`src/rtl/core/lp2c_pkg.sv`:
```
`default_nettype none

package lp2c_pkg;

	localparam int MAX_BEAMS_DEF = 1024;
	localparam int CORDIC_STAGES_DEF = 16;

	// Rotator datapath width: range times gain stays below 2^49 in magnitude.
	localparam int DATA_W = 50;
	localparam int ANGLE_W = 32;
	localparam int RANGE_W = 16;
	localparam int INDEX_W = 10;
	localparam int COORD_W = 17;
	localparam int CFG_IDX_W = 2;
	localparam int CFG_DATA_W = 32;

	localparam logic [CFG_IDX_W-1:0] REG_START_ANGLE = 2'd0;
	localparam logic [CFG_IDX_W-1:0] REG_ANGLE_STEP = 2'd1;
	localparam logic [CFG_IDX_W-1:0] REG_MIN_RANGE = 2'd2;
	localparam logic [CFG_IDX_W-1:0] REG_MAX_RANGE = 2'd3;

	localparam logic [ANGLE_W-1:0] ATAN_TAB [32] = '{
		32'h20000000, 32'h12E4051E, 32'h09FB385B, 32'h051111D4, 32'h028B0D43,
		32'h0145D7E1, 32'h00A2F61E, 32'h00517C55, 32'h0028BE53, 32'h00145F2F,
		32'h000A2F98, 32'h000517CC, 32'h00028BE6, 32'h000145F3, 32'h0000A2FA,
		32'h0000517D, 32'h000028BE, 32'h0000145F, 32'h00000A30, 32'h00000518,
		32'h0000028C, 32'h00000146, 32'h000000A3, 32'h00000051, 32'h00000029,
		32'h00000014, 32'h0000000A, 32'h00000005, 32'h00000003, 32'h00000001,
		32'h00000001, 32'h00000000
	};

	typedef struct packed {
		logic [ANGLE_W-1:0] start_angle;
		logic [ANGLE_W-1:0] angle_step;
		logic [RANGE_W-1:0] min_range;
		logic [RANGE_W-1:0] max_range;
	} lp2c_cfg_t;

	typedef struct packed {
		logic                      valid;
		logic [1:0]                quad;
		logic signed [DATA_W-1:0]  x;
		logic signed [DATA_W-1:0]  y;
		logic signed [ANGLE_W-1:0] z;
	} lp2c_cell_t;

	// Inverse CORDIC gain in Q32, evaluated at elaboration with integer steps only.
	function automatic logic [31:0] lp2c_gain(input int stages);
		logic [63:0] p;
		logic [63:0] n;
		logic [63:0] res;
		logic [63:0] bitv;
		logic [64:0] rem;
		logic [63:0] quo;
		p = 64'd1 << 60;
		for (int i = 0; i < 32; i++) begin
			if (i < stages) begin
				p = p + (p >> (2 * i));
			end
		end
		n = p << 2;
		res = '0;
		bitv = 64'd1 << 62;
		for (int k = 0; k < 32; k++) begin
			if (n >= res + bitv) begin
				n = n - (res + bitv);
				res = (res >> 1) + bitv;
			end else begin
				res = res >> 1;
			end
			bitv = bitv >> 2;
		end
		rem = '0;
		quo = '0;
		for (int k = 63; k >= 0; k--) begin
			rem = {rem[63:0], (k == 63)};
			if (rem >= {1'b0, res}) begin
				rem = rem - {1'b0, res};
				quo[k] = 1'b1;
			end
		end
		return quo[31:0];
	endfunction

endpackage

`default_nettype wire

```
`src/rtl/core/lp2c_cell.sv`:
```
`default_nettype none

module lp2c_cell #(
	parameter int STAGE = 0
) (
	input  wire logic                  clk,
	input  wire logic                  arst_n,
	input  wire lp2c_pkg::lp2c_cell_t  cell_in,
	output lp2c_pkg::lp2c_cell_t       cell_out
);
	import lp2c_pkg::*;

	logic signed [DATA_W-1:0]  xs;
	logic signed [DATA_W-1:0]  ys;
	logic signed [ANGLE_W-1:0] step_angle;

	assign xs = cell_in.x >>> STAGE;
	assign ys = cell_in.y >>> STAGE;
	assign step_angle = $signed(ATAN_TAB[STAGE]);

	always_ff @(posedge clk or negedge arst_n) begin
		if (!arst_n) begin
			cell_out <= '0;
		end else begin
			cell_out.valid <= cell_in.valid;
			cell_out.quad <= cell_in.quad;
			if (!cell_in.z[ANGLE_W-1]) begin
				cell_out.x <= cell_in.x - ys;
				cell_out.y <= cell_in.y + xs;
				cell_out.z <= cell_in.z - step_angle;
			end else begin
				cell_out.x <= cell_in.x + ys;
				cell_out.y <= cell_in.y - xs;
				cell_out.z <= cell_in.z + step_angle;
			end
		end
	end

endmodule

`default_nettype wire

```
`config.mk`:
```
export PLATFORM = sky130hd
export DESIGN_NAME = lp2c_cell
export DESIGN_NICKNAME = d
export VERILOG_FILES = /design/src/rtl/core/lp2c_pkg.sv /design/src/rtl/core/lp2c_cell.sv
export SDC_FILE = /design/constraint.sdc
export NUM_CORES = 1
export LEC_CHECK = 0
export ABC_AREA = 1
export ABC_CLOCK_PERIOD_IN_PS = 1000
export BUFFER_PORTS_ARGS = -buffer_cell sky130_fd_sc_hd__buf_2
export CAP_MARGIN = 5
export CORE_MARGIN = 3
export CORE_UTILIZATION = 37
export DETAILED_ROUTE_END_ITERATION = 6
export SYNTH_ARGS = -nofsm -noshare
export SYNTH_HDL_FRONTEND = slang
export SYNTH_SLANG_ARGS = --single-unit
export TNS_END_PERCENT = 20
```
`constraint.sdc`:
```
create_clock -name clk -period 1 [get_ports clk]
set_input_delay 0.05 -clock clk [delete_from_list [all_inputs] [get_ports clk]]
set_output_delay 0.05 -clock clk [all_outputs]
set_load 0.01 [all_outputs]
```
==> flow_summary.ini <==
[final_layout]
top_regs = cell_out (134)
largest-register = cell_out
largest_reg_flops = 134
post-route-util = 0.717
syn2layout_area_growth_pct = 89.3
antenna_cells = 0
nFillCells = 3525
multi_input_area_mm2 = 0.0158
layout-drive-gt1-share = 0.559
seq_area_mm2 = 0.00335
layout.nets = 4117

[logic_synthesis]
ys_types = 43
postSynthCellCount = 2835
synthTopCellsByCount = 921 x nand2_1, 546 x inv_1, 242 x nor2_1
yosysTopAreaCellShare = 0.210
postSynthAreaPerCell_um2 = 5.82
ys_seq_area_frac = 0.203
syn_area_mm2 = 0.0165
syn-num-nets = 3123
synth.largest_area_cell = nand2_1
ys_seq_elements = 134
synth_area_leaders = nand2_1 21%, dfrtp_1 20%, inv_1 12%, ha_1 11%, nand3_1 6.9%
yosys_most_used_dff = dfrtp_1
synthArstFlopShare = 1.00
ys_warn_count = 0
synth_edf_count = 0
yosysMostFrequentCell = nand2_1

[routing]
ant_nets = 0
dr.pass1.iters = 6
wl_per_cell_um = 20.5
drc = 0
drt_iter0_markers = 1676
vias = 22900
totalWireLength_um = 90800
viasPerCell = 5.18

[die]
start_util = 0.379
die_h_um = 217
fp-row-count = 76
fp.dieW_um = 217
boundaryPins = 272
core_area_mm2 = 0.0436
dieArea_mm2 = 0.0471

[sta]
fmax_mhz = 670
setup_viol_count_final = 228
timing.final.ws_setup_ps = -493
rsz0062_at_grt = true
final.period_utilization = 1.49
period_minus_slack_ps = 1490
relSlewSlack = 0.755
hold_ws_ps = -11.7
worst_pin_slew_ps = 364
fin_setup_tns_ps = -40870
slew_violations = 0
hold_viol_final = 4

[setup_path]
cp-end-kind = flop
startpoint_type = input port
cp_data_arrival_time_ps = 1850
path_max_fanout = 5
worstSetupPathType = in2reg
cp_data_required_time_ps = 1360

[place]
place.gp.congestion = 1.04
place_hpwl_um = 70800
portBuffers = 271

[global_route]
antenna_found_initial = 2
grt_overflow = 0
grt_pass1_wl_um = 131000
grt_pass1_vias = 22900
grt_usage = 0.366
grt_max_degree = 53

[clock_tree]
cts_tree = built
cts-root-buf = clkbuf_16
cts.clk_slew.worst_paths_ps = 70
numCtsBuffers = 17
cts_buffer_depth = 2
cts_sinks = 134
h-tree-depth = 4

[power_and_ir_drop]
leakage_nw = 16.6
irDropWorstVdd_mv = 1.33
powerDensity_mw_per_mm2 = 1050

[hold_path]
holdCritPathClass = in2async

[status]
violations = negative hold slack, negative setup slack
outcome = finished, violations left

[flow_run]
max_cap_viol_count = 0
## metal layers
metal / vias up / track usage / share of wire
li1: 10700 / - / -
met1: 11000 / 0.475 / 0.42
met2: 963 / 0.601 / 0.46
met3: 241 / 0.0538 / 0.067
met4: 2 / 0.173 / 0.053
met5: - / 0 / 0.00014
## area by class of cell
| cell class | instances | area share |
|---|---|---|
| inverter | 558 | 0.0716 |
| timing repair buffer | 1043 | 0.272 |
| clock inverter | 15 | 0.00673 |
| multi-input combinational | 2075 | 0.506 |
| sequential | 134 | 0.107 |
| clock buffer | 17 | 0.0136 |
| tap | 585 | 0.0234 |
## stage by stage
stage | total power, W | cells | hold slack [ps] | setup WS, ps | area [um2]
2_1_floorplan | 0.0131 | 2835 | -246 | -550 | 17100
3_3_place_gp | 0.0199 | 4201 | -71.5 | -1350 | 23200
3_5_place_dp | 0.0200 | 4201 | -70.0 | -1350 | 23200
4_1_cts | 0.0306 | 4365 | -31.7 | -425 | 28800
5_1_grt | 0.0342 | 4427 | 1.29 | -604 | 31200
6_report | 0.0327 | 4427 | -11.7 | -493 | 31200
## cells in the final DEF (no fill, tap or decap), types with 74 or more instances in the layout
cell type / Yosys / routed
ha_1: 147 / 84
nand2_1: 921 / 569
buf_4: 29 / 594
nor2_4: 4 / 116
inv_1: 546 / 396
buf_6: 8 / 159
buf_2: 18 / 208
nor2_1: 242 / 88
a21oi_2: 8 / 74
dfrtp_1: 134 / 134
nand2_2: 23 / 258
nand2_4: 2 / 102
nand3_2: 2 / 81
inv_2: 12 / 119
nand3_1: 228 / 133
## how the worst max path moves through the flow
stage                     start                      end  cells after the start  slack (ps)
finish              cell_in[37]   cell_out[65]$_DFF_PN0_                     14        -490
global route        cell_in[38]   cell_out[65]$_DFF_PN0_                     14        -600
CTS                 cell_in[66]  cell_out[131]$_DFF_PN0_                     18        -430
detailed placement  cell_in[62]  cell_out[118]$_DFF_PN0_                     15       -1350
global placement    cell_in[67]   cell_out[68]$_DFF_PN0_                     16       -1350
floorplan           cell_in[61]   cell_out[79]$_DFF_PN0_                     14        -550
## critical path, cell delays in order
cell      delay [ps]
buf_12            90
inv_12            30
ha_4             310
buf_12           140
nand2_8           60
nor2_4           190
buf_6            150
nand2_2           70
nand2_1           60
nand2_1           70
nand3b_1         250
nand2_1          130
a21oi_1          160
o21ai_1           90
## repair_timing
item,in CTS,in global routing
hold buffers,36,0
resized for setup,1052,571
endpoints found under the hold margin,172,0
setup buffers,105,67
pin swaps,286,312
setup endpoints to repair,231,231
## report_power, final
| group | switching, W | internal, W |
|---|---|---|
| clock network | 0.00323 | 0.00405 |
| registers | 0.000286 | 0.00618 |
| logic | 0.0109 | 0.00815 |
## cell families after synthesis
logic type / count (synthesis) / share of synthesized area
flip-flops: 134 / 0.203
buffers and inverters: 626 / 0.154
AO/OA/AOI/OAI: 362 / 0.118
AND/OR/NAND/NOR: 1532 / 0.392
adder cells (fa/ha/maj): 151 / 0.116
XOR/XNOR: 30 / 0.0159
Power figures use the tool's default switching activity.
