**config.mk**
```make
export PLATFORM = sky130hd
export DESIGN_NAME = lp2c_front
export DESIGN_NICKNAME = d
export VERILOG_FILES = /design/src/rtl/core/lp2c_pkg.sv /design/src/rtl/core/lp2c_front.sv
export SDC_FILE = /design/constraint.sdc
export NUM_CORES = 1
export LEC_CHECK = 0
export ABC_AREA = 1
export BUFFER_PORTS_ARGS = -buffer_cell sky130_fd_sc_hd__buf_2
export CORE_MARGIN = 2
export CORE_UTILIZATION = 55
export CTS_CLUSTER_DIAMETER = 50
export CTS_CLUSTER_SIZE = 14
export DETAILED_ROUTE_END_ITERATION = 7
export PLACE_DENSITY_LB_ADDON = 0.12
export SYNTH_ARGS = -nofsm -noshare
export SYNTH_HDL_FRONTEND = slang
export SYNTH_SLANG_ARGS = --single-unit
```
**constraint.sdc**
```tcl
create_clock -name clk -period 14.42 [get_ports clk]
set_input_delay 2.884 -clock clk [delete_from_list [all_inputs] [get_ports clk]]
set_output_delay 2.884 -clock clk [all_outputs]
set_load 0.005 [all_outputs]
```
**src/rtl/core/lp2c_pkg.sv**
```systemverilog
`default_nettype none

package lp2c_pkg;

	localparam int MAX_BEAMS_DEF = 1024;
	localparam int CORDIC_STAGES_DEF = 16;

	// Rotator datapath width: range times gain stays below 2^49 in magnitude.
	localparam int DATA_W = 50;
	localparam int ANGLE_W = 32;
	localparam int RANGE_W = 16;
	localparam int INDEX_W = 10;
	localparam int COORD_W = 17;
	localparam int CFG_IDX_W = 2;
	localparam int CFG_DATA_W = 32;

	localparam logic [CFG_IDX_W-1:0] REG_START_ANGLE = 2'd0;
	localparam logic [CFG_IDX_W-1:0] REG_ANGLE_STEP = 2'd1;
	localparam logic [CFG_IDX_W-1:0] REG_MIN_RANGE = 2'd2;
	localparam logic [CFG_IDX_W-1:0] REG_MAX_RANGE = 2'd3;

	localparam logic [ANGLE_W-1:0] ATAN_TAB [32] = '{
		32'h20000000, 32'h12E4051E, 32'h09FB385B, 32'h051111D4, 32'h028B0D43,
		32'h0145D7E1, 32'h00A2F61E, 32'h00517C55, 32'h0028BE53, 32'h00145F2F,
		32'h000A2F98, 32'h000517CC, 32'h00028BE6, 32'h000145F3, 32'h0000A2FA,
		32'h0000517D, 32'h000028BE, 32'h0000145F, 32'h00000A30, 32'h00000518,
		32'h0000028C, 32'h00000146, 32'h000000A3, 32'h00000051, 32'h00000029,
		32'h00000014, 32'h0000000A, 32'h00000005, 32'h00000003, 32'h00000001,
		32'h00000001, 32'h00000000
	};

	typedef struct packed {
		logic [ANGLE_W-1:0] start_angle;
		logic [ANGLE_W-1:0] angle_step;
		logic [RANGE_W-1:0] min_range;
		logic [RANGE_W-1:0] max_range;
	} lp2c_cfg_t;

	typedef struct packed {
		logic                      valid;
		logic [1:0]                quad;
		logic signed [DATA_W-1:0]  x;
		logic signed [DATA_W-1:0]  y;
		logic signed [ANGLE_W-1:0] z;
	} lp2c_cell_t;

	// Inverse CORDIC gain in Q32, evaluated at elaboration with integer steps only.
	function automatic logic [31:0] lp2c_gain(input int stages);
		logic [63:0] p;
		logic [63:0] n;
		logic [63:0] res;
		logic [63:0] bitv;
		logic [64:0] rem;
		logic [63:0] quo;
		p = 64'd1 << 60;
		for (int i = 0; i < 32; i++) begin
			if (i < stages) begin
				p = p + (p >> (2 * i));
			end
		end
		n = p << 2;
		res = '0;
		bitv = 64'd1 << 62;
		for (int k = 0; k < 32; k++) begin
			if (n >= res + bitv) begin
				n = n - (res + bitv);
				res = (res >> 1) + bitv;
			end else begin
				res = res >> 1;
			end
			bitv = bitv >> 2;
		end
		rem = '0;
		quo = '0;
		for (int k = 63; k >= 0; k--) begin
			rem = {rem[63:0], (k == 63)};
			if (rem >= {1'b0, res}) begin
				rem = rem - {1'b0, res};
				quo[k] = 1'b1;
			end
		end
		return quo[31:0];
	endfunction

endpackage

`default_nettype wire

```
**src/rtl/core/lp2c_front.sv**
```systemverilog
`default_nettype none

module lp2c_front #(
	parameter int MAX_BEAMS = lp2c_pkg::MAX_BEAMS_DEF,
	parameter int CORDIC_STAGES = lp2c_pkg::CORDIC_STAGES_DEF
) (
	input  wire logic                              clk,
	input  wire logic                              arst_n,
	input  wire logic                              start,
	input  wire logic [lp2c_pkg::INDEX_W-1:0]      beam_index,
	input  wire logic [lp2c_pkg::RANGE_W-1:0]      range_mm,
	input  wire lp2c_pkg::lp2c_cfg_t               cfg,
	output lp2c_pkg::lp2c_cell_t                   cell_out
);
	import lp2c_pkg::*;

	localparam logic [31:0] GAIN = lp2c_gain(CORDIC_STAGES);

	logic                keep;
	logic                valid_s1;
	logic [ANGLE_W-1:0]  prod_s1;
	logic [RANGE_W-1:0]  range_s1;
	logic [ANGLE_W-1:0]  angle;
	logic [1:0]          quad;
	logic [ANGLE_W-1:0]  resid;
	logic [47:0]         scaled;

	assign keep = start && (32'(beam_index) < 32'(MAX_BEAMS))
		&& (range_mm >= cfg.min_range) && (range_mm <= cfg.max_range);

	always_ff @(posedge clk or negedge arst_n) begin
		if (!arst_n) begin
			valid_s1 <= 1'b0;
			cell_out <= '0;
		end else begin
			valid_s1 <= keep;
			cell_out.valid <= valid_s1;
			cell_out.quad <= quad;
			cell_out.x <= $signed({2'b00, scaled});
			cell_out.y <= '0;
			cell_out.z <= $signed(resid);
		end
	end

	always_ff @(posedge clk) begin
		prod_s1 <= {22'b0, beam_index} * cfg.angle_step;
		range_s1 <= range_mm;
	end

	assign angle = cfg.start_angle + prod_s1;
	assign quad = 2'((angle + 32'h2000_0000) >> 30);
	assign resid = angle - {quad, 30'b0};
	assign scaled = {32'b0, range_s1} * {16'b0, GAIN};

endmodule

`default_nettype wire

```
==> results.yml <==
final_layout:
  fin_cells: 3982
  drive_above_1_share_pct: 8.56
  fin_nets: 4169
  final_core_util_pct: 60.3
  area_delta_synth_final_pct: 7.96
  fill_cells: 4197
yosys:
  syn-mean-instance-area_um2: 7.75
  ys_seq_elements: 132
  synth_top_cell_by_area: "fa_1"
  netlist_area_mm2: 0.0248
  yosysMostFrequentCell: "inv_1"
  synth_mux_area_share_pct: 0
  syn_inst: 3202
  synth_top_area_share_pct: 30.8
  async_flop_share_pct: 63.6
  yosysSeqAreaShare_pct: 12.3
  synth_top_family_by_area: "adder cells"
  synthAdderAreaFrac_pct: 45.3
  synth_edf_count: 0
  yosysUniqueCellTypes: 46
  ys.flop_type: "dfrtp_1"
  synthXorXnorAreaFrac_pct: 2.79
  ys_warn_count: 0
  synthSimpleGateAreaFrac_pct: 18.4
  synth_top_cells_by_count: "834 x inv_1, 752 x nand2_1, 382 x fa_1, 287 x ha_1, 167 x nor2_1"
  synth-compound-area-share_pct: 6.08
  synth_area_leaders: "fa_1 31%, ha_1 14%, inv_1 13%, nand2_1 11%, dfrtp_1 8.5%"
timing:
  clock_skew_ns: 0.0127
  drv_slew: 0
  max_freq_mhz: 133
  slew_headroom_pct: 45.1
  rsz0062_at_grt: "no"
  hold_viol_final: 0
  final.setup.tns_ns: 0
  max_slew.worst_pin.slew_ns: 0.823
  timing.final.crit_share_pct: 52.1
  setup_viol: 0
  period_minus_slack_ns: 7.51
  whs_ns: 0.353
clock_network:
  ctsHoldBuffers: 0
  worstSkewPairLatency_ns: 0.48
  numCtsBuffers: 17
  clock_sink_count: 132
  cts_resized: 0
  cts.clk_slew.worst_paths_ns: 0.07
  htreeDepth: 4
  clock_path_buffers: 2
  root_buffer: "clkbuf_16"
  post_cts_buffers: 0
  cts_tree: "built"
worst_setup_path:
  critPathArrivalTime_ns: 7.87
  cp_cell_sequence: "buf_2 > nand2_1 > fa_1 > inv_1 > fa_1 > fa_1 > fa_1 > inv_1 > fa_1 > inv_1 > ha_1 > a21oi_1 > a21boi_0 > o21bai_1 > a21oi_1 > nand2_1 > nand2_1 > nand2_1"
  ff2ff_setup_slack_ns: 8.24
  r2r_cells: 21
  crit_path_start_kind: "input pin"
  crit_path_frequent_cell: "fa_1"
  slowest_stage: "fa_1"
  r2r_end: "cell_out[121]"
  slowest_delay_ns: 0.57
  required_ns: 14.77
  r2r-start: "range_s1[11]"
  crit_fanout: 31
  crit_type: "in -> reg"
  critPathCaptureType: "flop"
worst_hold_path:
  hold_start: "valid_s1"
  hp-class: "reg -> reg"
  hold_depth: 0
  min_delay_worst_endpoint: "cell_out[134]"
floorplan:
  io-pin-count: 260
  rows: 77
  dieArea_mm2: 0.0469
  core_area_mm2: 0.0444
  start_util_pct: 55.9
  die_h_um: 216
  die_x_um: 216
grt:
  grt_usage_pct: 31.9
  grtUsageMet1_pct: 48.1
  grt_first_pass_wirelength_um: 114000
  grt_max_degree: 60
  gr-usage-met2_pct: 44.7
  overflow: 0
  grt_pass1_vias: 20900
  grt-busiest-layer: "met1"
  antenna_found_initial: 3
  met3_usage_pct: 9.78
placed_design:
  place_hpwl_um: 62800
  gp_congestion: 1.06
  port-buffer-count: 207
  dp.cells: 3948
outcome:
  status: "finished, final reports clean"
detailed_routing:
  via_count: 20700
  totalWireLength_um: 72500
  drc: 0
  drtAntennaViolNets: 0
  wl_per_cell_um: 18.2
  first_iter_violations: 1681
  drt-pass1-iter-count: 6
  vias_per_cell: 5.20
run:
  maxCapViolations: 0
==> sequential cells by signal, indices dropped and copies added (netlist names) <==
name and flops:
prod_s1 32, valid_s1 1, range_s1 16, cell_out 83
==> cells by family after synthesis <==
| logic type | count (synthesis) |
|---|---|
| XOR/XNOR | 79 |
| AO/OA/AOI/OAI | 265 |
| adder cells (fa/ha/maj) | 669 |
| buffers and inverters | 945 |
| flip-flops | 132 |
| AND/OR/NAND/NOR | 1111 |
| other | 1 |
==> layout make-up <==
type | count | area (um^2) | share of cell area (%)
clock buffers | 17 | 425 | 1.59
repair buffers | 209 | 1050 | 3.93
diodes | 2 | 5.00 | 0.0187
multi-input cells | 2176 | 18200 | 67.9
inverters | 839 | 3150 | 11.8
flip-flops and latches | 132 | 3060 | 11.4
well taps | 592 | 741 | 2.76
clock inverters | 15 | 169 | 0.630
==> worst max path at each step <==
stage	startpoint	endpoint	slack [ns]	depth (start not counted)
detailed placement	beam_index[1]	prod_s1[21]	6.48	17
CTS	beam_index[1]	prod_s1[21]	6.98	17
global route	beam_index[1]	prod_s1[19]	6.63	18
finish	beam_index[1]	prod_s1[29]	6.91	18
floorplan	beam_index[2]	prod_s1[25]	6.99	22
global placement	beam_index[1]	prod_s1[21]	6.55	17
==> layer usage <==
metal  part of all wire (%)  routed length, um
met4                    1.4               1030
met2                     41              29500
met3                     11               8200
met1                     47              33800
met5                      0                  0
==> per-stage QoR <==
stage,setup WS [ns],cell area [um^2]
after CTS,6.98,26800
after global placement,6.55,26200
after detailed placement,6.48,26200
final,6.91,26800
after floorplan,6.99,25000
after global routing,6.63,26800
==> worst max-delay path: cells and delay by family <==
family / cells / cell delay [ns]
AOI/OAI and AO/OA: 4 / 1.03
adders and majority gates: 6 / 2.91
buffers and inverters: 4 / 0.65
and+or+nand+nor: 4 / 0.38
==> layout by cell type (no fill, tap or decap), types with 3 or more instances in the layout <==
cell type / synthesis / routed
inv_1: 834 / 834
nand2_1: 752 / 752
fa_1: 382 / 382
ha_1: 287 / 287
buf_2: 7 / 206
nor2_1: 167 / 167
a21oi_1: 132 / 132
nand3_1: 103 / 103
dfrtp_1: 84 / 84
o21ai_0: 63 / 63
xor2_1: 63 / 63
conb_1: 1 / 52
dfxtp_1: 48 / 48
nand4_1: 26 / 26
o21bai_1: 23 / 23
clkbuf_16: 0 / 17
nand2_2: 16 / 16
xnor2_1: 16 / 16
a21o_1: 16 / 16
nor3_1: 15 / 15
a21boi_0: 7 / 7
or2_2: 6 / 6
o21a_1: 6 / 6
a31oi_1: 6 / 6
nand3_2: 5 / 5
nand3b_1: 5 / 5
inv_6: 0 / 5
nor3_2: 4 / 4
nor2_2: 4 / 4
inv_2: 4 / 4
a21oi_2: 3 / 3
o21ai_1: 3 / 3
clkinvlp_4: 0 / 3
buf_4: 52 / 3
Power is left out: the tool's default activity adds up to more than one toggle a clock period on the data nets, which glitch-free logic cannot reach.
