$ cat src/rtl/core/lp2c_pkg.sv
`default_nettype none

package lp2c_pkg;

	localparam int MAX_BEAMS_DEF = 1024;
	localparam int CORDIC_STAGES_DEF = 16;

	// Rotator datapath width: range times gain stays below 2^49 in magnitude.
	localparam int DATA_W = 50;
	localparam int ANGLE_W = 32;
	localparam int RANGE_W = 16;
	localparam int INDEX_W = 10;
	localparam int COORD_W = 17;
	localparam int CFG_IDX_W = 2;
	localparam int CFG_DATA_W = 32;

	localparam logic [CFG_IDX_W-1:0] REG_START_ANGLE = 2'd0;
	localparam logic [CFG_IDX_W-1:0] REG_ANGLE_STEP = 2'd1;
	localparam logic [CFG_IDX_W-1:0] REG_MIN_RANGE = 2'd2;
	localparam logic [CFG_IDX_W-1:0] REG_MAX_RANGE = 2'd3;

	localparam logic [ANGLE_W-1:0] ATAN_TAB [32] = '{
		32'h20000000, 32'h12E4051E, 32'h09FB385B, 32'h051111D4, 32'h028B0D43,
		32'h0145D7E1, 32'h00A2F61E, 32'h00517C55, 32'h0028BE53, 32'h00145F2F,
		32'h000A2F98, 32'h000517CC, 32'h00028BE6, 32'h000145F3, 32'h0000A2FA,
		32'h0000517D, 32'h000028BE, 32'h0000145F, 32'h00000A30, 32'h00000518,
		32'h0000028C, 32'h00000146, 32'h000000A3, 32'h00000051, 32'h00000029,
		32'h00000014, 32'h0000000A, 32'h00000005, 32'h00000003, 32'h00000001,
		32'h00000001, 32'h00000000
	};

	typedef struct packed {
		logic [ANGLE_W-1:0] start_angle;
		logic [ANGLE_W-1:0] angle_step;
		logic [RANGE_W-1:0] min_range;
		logic [RANGE_W-1:0] max_range;
	} lp2c_cfg_t;

	typedef struct packed {
		logic                      valid;
		logic [1:0]                quad;
		logic signed [DATA_W-1:0]  x;
		logic signed [DATA_W-1:0]  y;
		logic signed [ANGLE_W-1:0] z;
	} lp2c_cell_t;

	// Inverse CORDIC gain in Q32, evaluated at elaboration with integer steps only.
	function automatic logic [31:0] lp2c_gain(input int stages);
		logic [63:0] p;
		logic [63:0] n;
		logic [63:0] res;
		logic [63:0] bitv;
		logic [64:0] rem;
		logic [63:0] quo;
		p = 64'd1 << 60;
		for (int i = 0; i < 32; i++) begin
			if (i < stages) begin
				p = p + (p >> (2 * i));
			end
		end
		n = p << 2;
		res = '0;
		bitv = 64'd1 << 62;
		for (int k = 0; k < 32; k++) begin
			if (n >= res + bitv) begin
				n = n - (res + bitv);
				res = (res >> 1) + bitv;
			end else begin
				res = res >> 1;
			end
			bitv = bitv >> 2;
		end
		rem = '0;
		quo = '0;
		for (int k = 63; k >= 0; k--) begin
			rem = {rem[63:0], (k == 63)};
			if (rem >= {1'b0, res}) begin
				rem = rem - {1'b0, res};
				quo[k] = 1'b1;
			end
		end
		return quo[31:0];
	endfunction

endpackage

`default_nettype wire

$ cat src/rtl/core/lp2c_back.sv
`default_nettype none

module lp2c_back (
	input  wire logic                                clk,
	input  wire logic                                arst_n,
	input  wire lp2c_pkg::lp2c_cell_t                cell_in,
	output logic                                     done,
	output logic signed [lp2c_pkg::COORD_W-1:0]      x_mm,
	output logic signed [lp2c_pkg::COORD_W-1:0]      y_mm
);
	import lp2c_pkg::*;

	localparam logic [1:0] QUAD_0 = 2'd0;
	localparam logic [1:0] QUAD_1 = 2'd1;
	localparam logic [1:0] QUAD_2 = 2'd2;
	localparam logic [1:0] QUAD_3 = 2'd3;

	logic signed [DATA_W-1:0] ox;
	logic signed [DATA_W-1:0] oy;

	function automatic logic signed [COORD_W-1:0] round_sat(input logic signed [DATA_W-1:0] v);
		logic signed [DATA_W-1:0] t;
		logic signed [DATA_W-33:0] r;
		t = v + (DATA_W'(1) << 31);
		r = t[DATA_W-1:32];
		if (r > (DATA_W-32)'(65535)) begin
			return COORD_W'(65535);
		end else if (r < -(DATA_W-32)'(65535)) begin
			return -COORD_W'(65535);
		end
		return r[COORD_W-1:0];
	endfunction

	always_comb begin
		case (cell_in.quad)
			QUAD_0: begin
				ox = cell_in.x;
				oy = cell_in.y;
			end
			QUAD_1: begin
				ox = -cell_in.y;
				oy = cell_in.x;
			end
			QUAD_2: begin
				ox = -cell_in.x;
				oy = -cell_in.y;
			end
			QUAD_3: begin
				ox = cell_in.y;
				oy = -cell_in.x;
			end
			default: begin
				ox = cell_in.x;
				oy = cell_in.y;
			end
		endcase
	end

	always_ff @(posedge clk or negedge arst_n) begin
		if (!arst_n) begin
			done <= 1'b0;
		end else begin
			done <= cell_in.valid;
		end
	end

	always_ff @(posedge clk) begin
		x_mm <= round_sat(ox);
		y_mm <= round_sat(oy);
	end

endmodule

`default_nettype wire

$ cat config.mk
export PLATFORM = sky130hd
export DESIGN_NAME = lp2c_back
export DESIGN_NICKNAME = d
export VERILOG_FILES = /design/src/rtl/core/lp2c_pkg.sv /design/src/rtl/core/lp2c_back.sv
export SDC_FILE = /design/constraint.sdc
export NUM_CORES = 1
export LEC_CHECK = 0
export ABC_AREA = 1
export ABC_CLOCK_PERIOD_IN_PS = 800
export BUFFER_PORTS_ARGS = -buffer_cell sky130_fd_sc_hd__buf_4
export CAP_MARGIN = 25
export CORE_MARGIN = 3
export CORE_UTILIZATION = 30
export DETAILED_ROUTE_END_ITERATION = 6
export HOLD_SLACK_MARGIN = 0.15
export SYNTH_ARGS = -nofsm -noshare
export SYNTH_HDL_FRONTEND = slang
export SYNTH_SLANG_ARGS = --single-unit
export TNS_END_PERCENT = 50
$ cat constraint.sdc
create_clock -name clk -period 0.8 [get_ports clk]
set_input_delay 0.04 -clock clk [delete_from_list [all_inputs] [get_ports clk]]
set_output_delay 0.04 -clock clk [all_outputs]
set_load 0.01 [all_outputs]
==> flow_metrics.env, run 1 <==
export IMPL_fp_dieW_microns=142
export IMPL_grt_max_degree=20
export IMPL_status="finished with violations"
export IMPL_maxCapViolCount=0
export IMPL_syn_nets=1231
export IMPL_drv_slew=0
export IMPL_dpl_hpwl_microns=19400
export IMPL_synthTopCellsByCount="nand2_1, nor2_1, nand3_1, inv_1, o21ai_0"
export IMPL_gp_congestion=0.964
export IMPL_syn_area_per_cell_sq_um=5.08
export IMPL_worstPathCellList="buf_4, nor2_4, nand2_2, nor2_2, nand2_2, o21ai_2, buf_4, nand3_1, nand2_1, nand2_2, inv_2, ha_4, nand3_4, nor2_4, inv_2, nor2_8, nand3_2, nand3b_4, xnor2_2, inv_2, nand2_8, nand3b_1"
export IMPL_yosysWarningCount=0
export IMPL_crit_slowest_cell="xnor2_2"
export IMPL_syn_inst=1092
export IMPL_synth_edf_count=0
export IMPL_rsz0062_at_grt="true"
export IMPL_vias=8388
export IMPL_grt_pass1_wl_microns=37200
export IMPL_fmax_mhz=396
export IMPL_antennaDiodeCount=0
export IMPL_dieArea_sq_mm=0.0202
export IMPL_core_area_sq_mm=0.0181
export IMPL_yosysMostFrequentCell="nand2_1"
export IMPL_end_kind="flip-flop"
export IMPL_start_util_pct=30.7
export IMPL_synth_seq_cells=35
export IMPL_overflow=0
export IMPL_drc=0
export IMPL_ctsHtreeMaxLevel=2
export IMPL_async_flop_share_pct=2.86
export IMPL_num_rows=49
export IMPL_grt_pass1_vias=7859
export IMPL_syn_to_final_growth_pct=85.2
export IMPL_clock_path_buffers=2
export IMPL_cts_tree="built"
export IMPL_yosysSeqAreaShare_pct=12.7
export IMPL_worstPathRequired_ps=960
export IMPL_yosys_area_top_type_share_pct=26.4
export IMPL_layout_drive_gt1_share_pct=50.2
export IMPL_hold_path_class="in2reg"
export IMPL_die_height_microns=142
export IMPL_finalCritPeriodShare_pct=316
export IMPL_cp_start_kind="input port"
export IMPL_slew_headroom_pct=60.3
export IMPL_period_needed_ps=2530
export IMPL_p_leak_nw=4.92
export IMPL_finalHoldWorstSlack_ps=423
export IMPL_wire_per_inst_microns=13.8
export IMPL_final_core_util_pct=56.9
export IMPL_clockRootBuffer="clkbuf_16"
export IMPL_ant_nets=0
export IMPL_drt_iter0_drc=535
export IMPL_clk_pin_slew_worst_paths_ps=60
export IMPL_yosys_area_top_type="nand2_1"
export IMPL_cp_max_fo=8
export IMPL_cp_data_arrival_time_ps=2690
export IMPL_ys_top_cells_by_area="nand2_1, nor2_1, dfxtp_1"
export IMPL_hold_violations=0
export IMPL_worst_slack_ps=-1730
export IMPL_synth_area_sq_mm=0.00555
export IMPL_vias_per_cell=4.81
export IMPL_setup_violations=35
export IMPL_vdd_ir_drop_max_mv=0.714
export IMPL_violations="negative setup slack"
export IMPL_grt_usage_pct=22.6
export IMPL_ys_types=43
export IMPL_numCtsBuffers=5
export IMPL_antenna_found_initial=0
export IMPL_synth_top_flop_cell="dfxtp_1"
export IMPL_critPathKind="in2reg"
export IMPL_clock_sinks=35
export IMPL_power_per_cell_area_mw_per_mm2=941
export IMPL_totalWireLength_microns=24100
export IMPL_dr_pass1_iters=5
export IMPL_io_buffers=139
export IMPL_tightestPinTransition_ps=589
export IMPL_io_pins=172
export IMPL_nets=1654
export IMPL_critical_path_max_stage_delay_ps=220
## final timing paths
check / cells past startpoint / end / slack (ps) / start
worst max-delay path: 22 / x_mm[0] / -1730 / cell_in[108]
max in group asynchronous: 3 / done / 100 / arst_n
min in group asynchronous: 3 / done / 590 / arst_n
worst min-delay path: 2 / done / 420 / cell_in[134]
## area by class of cell
cell class                 instances  area [sq um]
tap                              229           287
clock inverter                     1          5.00
fill                            1749          7800
timing repair buffer             434          3350
inverter                         110           413
sequential                        35           706
clock buffer                       6           139
multi-input combinational        929          5380
## kinds of logic (layout without fill, tap and decap cells)
group	count (synthesis)	in the layout	synth area share, %
and+or+nand+nor	852	855	69.3
buffers and inverters	131	551	9.74
DFF	35	35	12.7
AOI/OAI and AO/OA	62	62	5.79
adders and majority gates	2	2	0.451
xor gates and xnor gates	10	10	1.98
## flip-flops by register name, summed over array words and instances (netlist names)
name and flops:
y_mm 17, done 1, x_mm 17
## metal layers
metal,share of wire (%),GRT usage (%),vias to the layer above
met5,0,0,-
met4,2.7,6.26,0
met3,6.1,2.65,46
met2,49,39.9,284
met1,42,28.9,3779
li1,-,-,4279
## repair_timing
item                                    CTS  global route
hold endpoints to repair                  2             0
endpoints found under the setup margin   35            35
hold buffers                              3             0
gates resized for setup                 144           116
pin swaps                                63            52
buffers inserted                         12            13
gates cloned                              2             1
## layout by cell type (no fill, tap or decap), drive strengths merged, types with 6 or more instances in the layout
cell    Yosys  routed
buf        15     431
nor2      251     251
nand3     128     128
xor2        7       7
clkbuf      6       6
dfxtp      34      34
nor3       13      13
nand4      13      13
nand3b     16      16
o21ai      51      51
a21oi       6       6
inv       110     110
nand2     423     426
## power breakdown
part           switching [W]  total, W  leakage, nW  internal (W)
sequential         0.0000720   0.00212        0.298       0.00205
clock               0.000687   0.00190       0.0727       0.00121
combinational        0.00290   0.00566         4.54       0.00276
## critical path: cells and delay by family
kind | cells | cell delay, ps
xor+xnor | 1 | 220
fa+ha+maj | 1 | 140
simple gates | 14 | 1520
compound gates | 1 | 190
buf+inv | 5 | 570
## per-stage QoR
| step | cell area, sq um | setup TNS, ps | setup WS [ps] | total power, W | instances |
|---|---|---|---|---|---|
| finish | 10300 | -57240 | -1730 | 0.00968 | 1744 |
| global route | 10300 | -63420 | -1900 | 0.0103 | 1744 |
| CTS | 9780 | -53140 | -1590 | 0.00934 | 1730 |
| detailed placement | 8970 | -69040 | -2130 | 0.00699 | 1706 |
| global placement | 8970 | -67590 | -2090 | 0.00695 | 1706 |
| floorplan | 5750 | -51070 | -1600 | 0.00433 | 1092 |
(Power assumes the default switching activity.)
==> run 2, diff against run 1 <==
GPL_TIMING_DRIVEN = 0   (was not set)
SLEW_MARGIN = 30   (was not set)
==> flow_metrics.env, run 2 (same netlist as run 1, synthesis figures left out) <==
export IMPL_hold_violations=0
export IMPL_mostFrequentLayoutCells="nand2_1, buf_4, nor2_1, nand3_1, inv_1"
export IMPL_maxCapViolCount=0
export IMPL_syn_to_final_growth_pct=54.1
export IMPL_layout_commonest_cell="nand2_1"
export IMPL_multiInputGateArea_sq_mm=0.00529
export IMPL_top_layer_used="met4"
export IMPL_antenna_found_initial=0
export IMPL_vdd_ir_drop_max_mv=0.529
export IMPL_fmax_mhz=392
export IMPL_fin_cells=1516
export IMPL_n_fill_cell=1864
export IMPL_worstPathRequired_ps=970
export IMPL_wire_per_inst_microns=14.5
export IMPL_status="finished with violations"
export IMPL_p_leak_nw=3.83
export IMPL_slew_headroom_pct=67.3
export IMPL_drt_iter0_drc=550
export IMPL_io_buffers=138
export IMPL_dpl_hpwl_microns=17500
export IMPL_grt_pass1_vias=6863
export IMPL_critPathKind="in2reg"
export IMPL_drc=0
export IMPL_regArea_sq_um=706
export IMPL_gp_congestion=0.964
export IMPL_ctsHtreeMaxLevel=2
export IMPL_wl_met3_microns=1570
export IMPL_drv_slew=0
export IMPL_finalCritPeriodShare_pct=319
export IMPL_io_pins=172
export IMPL_met1_length_microns=9390
export IMPL_report_power_total_w=0.00860
export IMPL_rsz0062_at_grt="true"
export IMPL_grt_max_degree=11
export IMPL_top_regs="x_mm (17), y_mm (17), done (1)"
export IMPL_hold_path_class="in2reg"
export IMPL_dieArea_sq_mm=0.0202
export IMPL_crit_start="cell_in[97]"
export IMPL_grt_pass1_wl_microns=33300
export IMPL_clock_path_buffers=2
export IMPL_clockRootBuffer="clkbuf_16"
export IMPL_layout_drive_gt1_share_pct=39.2
export IMPL_grt_usage_pct=20.2
export IMPL_core_area_sq_mm=0.0181
export IMPL_clk_pin_slew_worst_paths_ps=50
export IMPL_die_height_microns=142
export IMPL_worst_slack_ps=-1750
export IMPL_period_needed_ps=2550
export IMPL_cp_data_arrival_time_ps=2720
export IMPL_cp_max_fo=8
export IMPL_setup_tns_ps=-56800
export IMPL_fp_dieW_microns=142
export IMPL_power_per_cell_area_mw_per_mm2=1010
export IMPL_dr_pass1_iters=5
export IMPL_clock_sinks=35
export IMPL_cts_tree="built"
export IMPL_ant_nets=0
export IMPL_vias_per_cell=4.99
export IMPL_numCtsBuffers=5
export IMPL_min_delay_start="cell_in[81]"
export IMPL_setup_violations=35
export IMPL_numPlacedInstances=1459
export IMPL_vias=7562
export IMPL_tightestPinTransition_ps=491
export IMPL_num_rows=49
export IMPL_start_util_pct=30.7
export IMPL_routed_wl_met2_microns=10400
export IMPL_overflow=0
export IMPL_antennaDiodeCount=0
export IMPL_cp_start_kind="input port"
export IMPL_nets=1426
export IMPL_totalWireLength_microns=22000
export IMPL_violations="negative setup slack"
export IMPL_end_kind="flip-flop"
export IMPL_finalHoldWorstSlack_ps=276
run 2: stage by stage:
stage               setup WS (ps)  util [%]  area, sq um
detailed placement          -2190      39.1         7070
floorplan                   -1600         -         5750
finish                      -1750      47.3         8560
global placement            -2190      39.1         7070
CTS                         -1710      42.6         7710
global route                -2060      47.3         8560
run 2: layout make-up:
class                   count  area share (%)
plain buffers              21            1.74
clock buffers               6            1.62
clock inverters             1          0.0585
inverters                 110            4.85
multi-input cells         926            61.9
flip-flops and latches     35            8.25
well taps                 229            3.35
repair buffers            188            18.3
run 2: critical path: stages:
cell and delay (ps):
buf_6 110, nor2_4 140, nand2_4 90, buf_4 140
nor3_1 220, nand3_1 160, nand2_1 110, nand3_1 90
nand3_1 90, nand2_2 100, nor2_1 160, nand2_1 120
nor2_4 220, nand3_4 120, nor3_2 180, xnor2_2 180
nand2_2 100, nand2_4 130, clkbuf_16 170, nand3b_1 60
run 2: metal layers:
metal  GRT usage (%)  vias up
met1            26.1     3438
met2            33.9      268
li1                -     3815
met3            3.86       41
met4            6.62        0
met5               0        -
run 2: path summary, 6_finish.rpt:
path / slack [ps] / cells past startpoint / to
worst min-delay path: 280 / 3 / y_mm[16]
min in group asynchronous: 590 / 3 / done
worst max-delay path: -1750 / 20 / x_mm[0]
max in group asynchronous: 110 / 3 / done
run 2: power by group:
group          internal [W]  switching, W  leakage [nW]
clock               0.00121      0.000712        0.0727
combinational       0.00194       0.00262          3.46
sequential          0.00205     0.0000735         0.298
total               0.00520       0.00341          3.83
run 2: repair_timing:
item                                    CTS  global route
gates resized for setup                  84           186
endpoints found under the setup margin   35            35
gates cloned                              2             1
hold buffers                              3             0
setup buffers                            22            23
pin swaps                                37           102
endpoints found under the hold margin     2             0
